File: src/rtl/core/acss_pkg.sv
package acss_pkg;

  localparam int NUM_CHANNELS = 8;
  localparam int CH_W         = 3;
  localparam int SAMPLE_W     = 10;
  localparam int SETTLE_W     = 10;

  localparam logic [SETTLE_W-1:0] SETTLE_RESET = SETTLE_W'(10);

  typedef enum logic [2:0] {
    PH_SELECT = 3'd0,
    PH_SETTLE = 3'd1,
    PH_START  = 3'd2,
    PH_WAIT   = 3'd3,
    PH_FINISH = 3'd4
  } phase_t;

  typedef enum logic {
    REQ_TICK = 1'b0,
    REQ_READ = 1'b1
  } req_t;

  typedef struct packed {
    req_t                req_type;
    logic                conv_done;
    logic [SAMPLE_W-1:0] adc_sample;
    logic [CH_W-1:0]     read_channel;
  } in_item_t;

  typedef struct packed {
    logic [2:0]          phase;
    logic [CH_W-1:0]     mux_channel;
    logic                start_conversion;
    logic                sample_stored;
    logic                scan_ready;
    logic [SAMPLE_W-1:0] read_value;
  } out_item_t;

endpackage

File: src/rtl/core/acss_core.sv
module acss_core (
  input  logic                clk,
  input  logic                rst_n,
  input  logic                cfg_wr_en,
  input  logic [9:0]          cfg_wr_data,
  input  logic                item_en,
  input  acss_pkg::in_item_t  item,
  output acss_pkg::out_item_t res
);
  import acss_pkg::*;

  logic [SETTLE_W-1:0] settle_ticks_r;
  phase_t              phase_r, phase_nxt;
  logic [CH_W-1:0]     channel_r, channel_nxt;
  logic [CH_W-1:0]     mux_r, mux_nxt;
  logic [SETTLE_W-1:0] settle_cnt_r, settle_cnt_nxt;
  logic                ready_r, ready_nxt;
  logic [SAMPLE_W-1:0] store_r [NUM_CHANNELS];
  logic                store_we;
  logic                start_pulse;
  logic [SETTLE_W-1:0] settle_dec;

  assign settle_dec = (settle_cnt_r != '0) ? settle_cnt_r - 1'b1 : settle_cnt_r;

  // next state
  always_comb begin
    phase_nxt      = phase_r;
    channel_nxt    = channel_r;
    mux_nxt        = mux_r;
    settle_cnt_nxt = settle_cnt_r;
    ready_nxt      = ready_r;
    if (item.req_type == REQ_TICK) begin
      case (phase_r)
        PH_SETTLE: begin
          settle_cnt_nxt = settle_dec;
          if (settle_dec == '0) begin
            phase_nxt = PH_START;
          end
        end
        PH_START: begin
          phase_nxt = PH_WAIT;
        end
        PH_WAIT: begin
          if (item.conv_done) begin
            phase_nxt = PH_FINISH;
          end
        end
        PH_FINISH: begin
          if ({1'b0, channel_r} >= (CH_W+1)'(NUM_CHANNELS - 1)) begin
            channel_nxt = '0;
            ready_nxt   = 1'b1;
          end else begin
            channel_nxt = channel_r + 1'b1;
          end
          phase_nxt = PH_SELECT;
        end
        default: begin
          mux_nxt        = channel_r;
          settle_cnt_nxt = (settle_ticks_r == '0) ? SETTLE_W'(1) : settle_ticks_r;
          phase_nxt      = PH_SETTLE;
        end
      endcase
    end
  end

  // outputs
  always_comb begin
    start_pulse = 1'b0;
    store_we    = 1'b0;
    if (item.req_type == REQ_TICK) begin
      case (phase_r)
        PH_START: start_pulse = 1'b1;
        PH_WAIT:  store_we    = item.conv_done;
        default: begin
          start_pulse = 1'b0;
          store_we    = 1'b0;
        end
      endcase
    end
  end

  always_comb begin
    res.phase            = phase_nxt;
    res.mux_channel      = mux_nxt;
    res.start_conversion = start_pulse;
    res.sample_stored    = store_we;
    res.scan_ready       = ready_nxt;
    res.read_value       = '0;
    if (item.req_type == REQ_READ &&
        {1'b0, item.read_channel} < (CH_W+1)'(NUM_CHANNELS)) begin
      res.read_value = store_r[item.read_channel];
    end
  end

  always_ff @(posedge clk) begin
    if (!rst_n) begin
      settle_ticks_r <= SETTLE_RESET;
      phase_r        <= PH_SELECT;
      channel_r      <= '0;
      mux_r          <= '0;
      settle_cnt_r   <= '0;
      ready_r        <= 1'b0;
      for (int i = 0; i < NUM_CHANNELS; i++) begin
        store_r[i] <= '0;
      end
    end else begin
      if (cfg_wr_en) begin
        settle_ticks_r <= cfg_wr_data;
      end
      if (item_en) begin
        phase_r      <= phase_nxt;
        channel_r    <= channel_nxt;
        mux_r        <= mux_nxt;
        settle_cnt_r <= settle_cnt_nxt;
        ready_r      <= ready_nxt;
        if (store_we) begin
          store_r[channel_r] <= item.adc_sample;
        end
      end
    end
  end

endmodule

File: src/rtl/core/adc_channel_scan_sequencer.sv
// adc channel scan sequencer
// the result of each input transfer is registered and shown on out_tdata in the next cycle
// throughput: one item per cycle while out_tready is high; the single result register sets the pace
// reset (rst_n low, synchronous): select phase, channel 0, samples and
// scan_ready cleared, settle_ticks back to 10, result register empty
module adc_channel_scan_sequencer (
  input  logic        clk,
  input  logic        rst_n,
  input  logic        cfg_wr_en,
  input  logic [9:0]  cfg_wr_data,
  input  logic        in_tvalid,
  output logic        in_tready,
  input  logic [15:0] in_tdata,   // conv_done, adc_sample[9:0], read_channel[2:0], zero pad
  input  logic        in_tuser,   // req_type
  output logic        out_tvalid,
  input  logic        out_tready,
  output logic [23:0] out_tdata   // phase[2:0], mux_channel[2:0], start_conversion,
                                  // sample_stored, scan_ready, read_value[9:0], zero pad
);
  import acss_pkg::*;

  in_item_t  item;
  out_item_t res;
  out_item_t res_r;
  logic      out_valid_r;
  logic      in_xfer;

  assign in_tready = !out_valid_r || out_tready;
  assign in_xfer   = in_tvalid && in_tready;

  assign item.req_type     = req_t'(in_tuser);
  assign item.conv_done    = in_tdata[0];
  assign item.adc_sample   = in_tdata[10:1];
  assign item.read_channel = in_tdata[13:11];

  acss_core u_core (
    .clk         (clk),
    .rst_n       (rst_n),
    .cfg_wr_en   (cfg_wr_en),
    .cfg_wr_data (cfg_wr_data),
    .item_en     (in_xfer),
    .item        (item),
    .res         (res)
  );

  always_ff @(posedge clk) begin
    if (!rst_n) begin
      out_valid_r <= 1'b0;
    end else if (in_xfer) begin
      out_valid_r <= 1'b1;
    end else if (out_tready) begin
      out_valid_r <= 1'b0;
    end
  end

  always_ff @(posedge clk) begin
    if (in_xfer) begin
      res_r <= res;
    end
  end

  assign out_tvalid = out_valid_r;
  assign out_tdata  = {5'b0, res_r.read_value, res_r.scan_ready, res_r.sample_stored,
                       res_r.start_conversion, res_r.mux_channel, res_r.phase};

endmodule
File: config.mk
export PLATFORM = sky130hd
export DESIGN_NAME = adc_channel_scan_sequencer
export DESIGN_NICKNAME = d
export VERILOG_FILES = /design/src/rtl/core/acss_pkg.sv /design/src/rtl/core/acss_core.sv /design/src/rtl/core/adc_channel_scan_sequencer.sv
export SDC_FILE = /design/constraint.sdc
export NUM_CORES = 1
export LEC_CHECK = 0
export ABC_AREA = 1
export BUFFER_PORTS_ARGS = -buffer_cell sky130_fd_sc_hd__buf_4
export CAP_MARGIN = 20
export CORE_MARGIN = 2
export CORE_UTILIZATION = 60
export CTS_BUF_LIST = sky130_fd_sc_hd__clkbuf_2 sky130_fd_sc_hd__clkbuf_4 sky130_fd_sc_hd__clkbuf_8
export CTS_CLUSTER_DIAMETER = 100
export DETAILED_ROUTE_END_ITERATION = 10
export PLACE_DENSITY = 0.81
export SLEW_MARGIN = 20
export SYNTH_ARGS = -nofsm -noshare
export SYNTH_HDL_FRONTEND = slang
export SYNTH_HIERARCHICAL = 1
export SYNTH_SLANG_ARGS = --single-unit
export TNS_END_PERCENT = 1
File: constraint.sdc
create_clock -name clk -period 4.19 [get_ports clk]
set_clock_uncertainty 0.1 [all_clocks]
set_input_delay 0.2095 -clock clk [delete_from_list [all_inputs] [get_ports clk]]
set_output_delay 0.2095 -clock clk [all_outputs]
set_load 0.02 [all_outputs]
* Word-level counts from Yosys, hierarchy flattened *
Memories as Yosys holds them, arrays and structs flattened. A register that Yosys moved wholly into a read port is not among the register bits.
Cells that the tools add are included.

storage, ports and cells
  register bits after elaboration = 40
  memories = 1
  output and inout bits = 26
  memory bits (writable) = 80
  input port bits = 32
  latch bits = 0
  bits in read-only memories = 0

cells by class
  reduce and logical (&&, ||, !) cells = 13
  order comparisons = 1
  div/mod/pow operators = 0
  multipliers = 0
  bitwise operators = 2
  add/subtract/negate cells = 2
  eq/ne operators = 4
  shift-type cells = 0
  multiplexer cells = 26

memory list
  name            depth  width  rd ports  clocked after memory_dff  write ports  line             text
  u_core.store_r  8      10     1         1                         8            acss_core.sv:18  logic [SAMPLE_W-1:0] store_r [NUM_CHANNELS];

operator list
  operator                                                              number
  10-bit 2-to-1 mux                                                     3
  3-bit 2-to-1 mux                                                      7
  10-bit logical NOT                                                    2
  10-bit case mux with 2 select lines                                   1
  1-bit 2-to-1 mux                                                      14
  3-bit case mux with 4 select lines                                    1
  10-bit nonzero test                                                   1
  10-bit OR reduction                                                   1
  10-bit by 1-bit subtractor with 10-bit output, second input constant  1
  3-bit by 2-bit == test with 1-bit output, second input constant       2
  3-bit AND reduction                                                   2
  4-bit OR reduction                                                    1
  3-bit by 1-bit adder with 3-bit output, second input constant         1
  3-bit by 1-bit == test with 1-bit output, second input constant       1
  3-bit == test, second input constant                                  1
  3-bit >= comparator, second input constant                            1
  3-bit OR reduction                                                    1
  1-bit logical NOT                                                     2
  1-bit inverter                                                        2
  2-bit nonzero test                                                    1
  1-bit logical AND                                                     1
  1-bit logical OR                                                      1

* Logic depth before layout (Yosys ltp) *
  depth in word-level cells = 9
  mapped depth = 15
  mapped depth without buffers = 14

* Cells and area by module *
The synthesis kept the hierarchy.

by module, submodules not included
  module                      area an instance (um^2)  instances  cells each
  acss_core                   5332.6                   1          616
  adc_channel_scan_sequencer  663.1                    1          32

* Worst setup path after synthesis *
OpenSTA, ideal clock, no wires.

  path type = register to register
  start = register out_valid_r (netlist: out_tvalid)
  end = memory u_core.store_r[0][0] (enable)
  arrival = 2.874 ns
  cell stages (with the launch flop) = 11
  clock period less this slack = 3.313 ns
  path buffers = 1
  setup slack = 0.877 ns
  setup time = 0.340 ns
  path through = dfxtp_1 > a21oi_1 > inv_2 > nor2_2 > inv_2 > nor2_2 > nand2_1 > nor2_2 > nand2_1 > buf_2 > nand2_1

RTL lines
  item                      line                              text
  start: declaration        adc_channel_scan_sequencer.sv:25  logic out_valid_r;
  start signal: assignment  adc_channel_scan_sequencer.sv:48  out_valid_r <= 1'b0;
  start signal: assignment  adc_channel_scan_sequencer.sv:50  out_valid_r <= 1'b1;
  start signal: assignment  adc_channel_scan_sequencer.sv:52  out_valid_r <= 1'b0;
  end: declaration          acss_core.sv:18

==> impl_metrics.toml <==
[layout]
fin_area_sq_mm = 0.00695
diodes = 0
stdcell_count = 848
layout_common_cells = "nor2_1, edfxtp_1, nand2_1"
utilization = 0.714
drive_above_1_share = 0.166
nNetsFinal = 737
area_growth_pct = 15.9
layout_commonest_cell = "nor2_1"

[power]
power_frac_clock = 0.369
pwr-share-seq = 0.513
p_leak_uw = 0.00286
p_per_area_mw_per_mm2 = 411
combPwrFrac = 0.118
p_sw_frac = 0.266
p_int_uw = 2100
switchingPower_uw = 760
vdd_drop_max_uv = 245

[critical_path]
startpoint_type = "input port"
worst_path_largest_cell_delay_ps = 530
arrival_ps = 2950
critPathKind = "input port to register"
end_kind = "register"
cp.required_ps = 4190
cp_max_fo = 25
path_buf_inv = 6
crit_family = "simple AND/OR/NAND/NOR gates"
crit_slowest_cell = "dlygate4sd3_1"
path_cells = "dlygate4sd3_1, buf_4, inv_2, a21oi_2, buf_4, inv_2, nor2_2, inv_2, nor2_2, nand2_1, nor2_2, nand2_1, nand2_1"

[timing]
maxSlewViolCount = 0
period_needed_ps = 2950
fin_tns_setup_ps = 0
rsz0062_at_grt = "false"
setup_violations = 0
post-route-period-util = 0.705
relSlewSlack = 0.519
tightest_slew_ps = 717
final_hold_viol_count = 0
fin_ws_ps = 1240
fmax_mhz = 339

[placement]
io_buffers = 50
hpwl_um = 8910
dp_cells = 797
placed_area_sq_mm = 0.00636
gp_congestion = 0.932
post-place-ws_ps = 1350

[yosys]
ys_seq_area_frac = 0.599
ys_ff_latch = 130
netlist_area_sq_mm = 0.00600
synth.distinct_cells = 38
syn_area_per_cell_sq_um = 9.25
ys_warn_count = 6
synthCells = 648

[clock_network]
cts.sinks = 130
cts_tree = "yes"
path_clk_slew_ps = 80
clk_path_buf_depth = 2
cts_root_buf = "clkbuf_8"
htree_levels = 4
clkLatencyLatePin_ps = 450
cts_made_buffers = 17
cts_setup_buffers = 0

[detailed_routing]
viasPerCell = 5.63
routedWlPerCell_um = 15.8
routed_wl_um = 13400
drt-pass1-iter-count = 5
drt_iter0_drc = 534
vias = 4776
ant_nets = 0
post-route-drc-count = 0

[grt]
grt_pass1_wl_um = 21600
grt_max_degree = 42
antenna_found_initial = 1
track_usage = 0.259
grt_pass1_vias = 4600
grt_overflow = 0

[outcome]
status = "complete, no violations"

[floorplanning]
die_area_sq_mm = 0.0108
coreArea_sq_mm = 0.00973
fp.dieW_um = 104
num_io_pins = 58
rows = 36
dieHeight_um = 104
start_util = 0.616

[worst_hold_path]
hold_class = "input port to register"

[job]
cap_violations = 0
[flip-flops by register name, summed over array words and instances, names as in the netlist]
register               flops
u_core/phase_r             3
out_tvalid                 1
out_tdata                 19
u_core/mux_r               3
u_core/ready_r             1
u_core/channel_r           3
u_core/store_r            80
u_core/settle_ticks_r     10
u_core/settle_cnt_r       10
[path summary, 6_finish.rpt]
check                                    from                               endpoint  slack, ps  cells past startpoint
setup / recovery                   out_tready     u_core/store_r[5][5]$_SDFFCE_PN0P_       1240                     13
hold / removal                      cfg_wr_en  u_core/settle_ticks_r[5]$_SDFFE_PN0P_        0.4                      3
setup reg to reg      out_tvalid$_SDFFE_PN0P_     u_core/store_r[5][5]$_SDFFCE_PN0P_       1280                     10
hold reg to reg   u_core/ready_r$_SDFFE_PN0P_            u_core/ready_r$_SDFFE_PN0P_        400                      2
[routing by layer]
metal  vias to the layer above  part of all wire  GRT usage
li1                       2292                 -          -
met1                      2254              0.41      0.314
met3                        35             0.075     0.0789
met5                         -           0.00052          0
met2                       193              0.49      0.439
met4                         2             0.025     0.0946
[worst register-to-register path, delay by kind of cell, from the launching register on]
| kind | cells | cell delay [ps] |
|---|---|---|
| AO/OA/AOI/OAI | 1 | 130 |
| buffers and inverters | 3 | 500 |
| flip-flops | 1 | 350 |
| AND/OR/NAND/NOR | 6 | 1480 |
[power groups by stage]
stage	Sequential (uW)	Clock, uW	Combinational [uW]
2_1_floorplan	1500	0	210
3_3_place_gp	1490	0	308
3_5_place_dp	1490	0	316
4_1_cts	1460	1060	332
5_1_grt	1470	1120	373
6_report	1460	1050	338
[kinds of logic after synthesis]
logic type	share of synthesized area
AO/OA/AOI/OAI	0.125
flip-flops	0.599
other	0.000625
XOR/XNOR	0.00292
adder cells (fa/ha/maj)	0.00626
AND/OR/NAND/NOR	0.197
buffers and inverters	0.0693
[per-stage QoR]
stage | power, uW | hold WS [ps]
after floorplan | 1710 | 231
after global placement | 1800 | 327
after detailed placement | 1810 | 330
after CTS | 2850 | 0.357
after global routing | 2960 | 18.3
final | 2860 | 0.405
[cell type report]
cell class | instances | area [sq um]
Multi-Input combinational cell | 427 | 2010
Clock inverter | 14 | 155
Timing Repair Buffer | 70 | 573
Clock buffer | 18 | 241
Fill cell | 710 | 2780
Sequential cell | 130 | 3590
Tap cell | 133 | 166
Inverter | 56 | 213
[Yosys cell counts, drive strengths merged]
| master | number | area, sq um |
|---|---|---|
| a211oi | 1 | 7.51 |
| a21oi | 19 | 98.9 |
| a221oi | 5 | 75.1 |
| a22oi | 1 | 7.51 |
| a31oi | 11 | 68.8 |
| buf | 20 | 131 |
| clkbuf | 19 | 71.3 |
| clkinv | 3 | 11.3 |
| conb | 1 | 3.75 |
| dfxtp | 31 | 621 |
| edfxtp | 99 | 2970 |
| ha | 3 | 37.5 |
| inv | 53 | 201 |
| nand2 | 66 | 250 |
| nand3 | 21 | 105 |
| nand4 | 2 | 12.5 |
| nor2 | 189 | 734 |
| nor3 | 5 | 40.0 |
| nor3b | 1 | 7.51 |
| nor4 | 4 | 31.3 |
| o211ai | 4 | 30.0 |
| o21ai | 77 | 389 |
| o22ai | 10 | 62.6 |
| o31ai | 1 | 7.51 |
| xor2 | 2 | 17.5 |
[repair_timing]
item	CTS	global route
endpoints found under the hold margin	11	0
hold buffers	19	0
resized for setup	0	0
No activity file was read; power rests on OpenSTA's default activity.
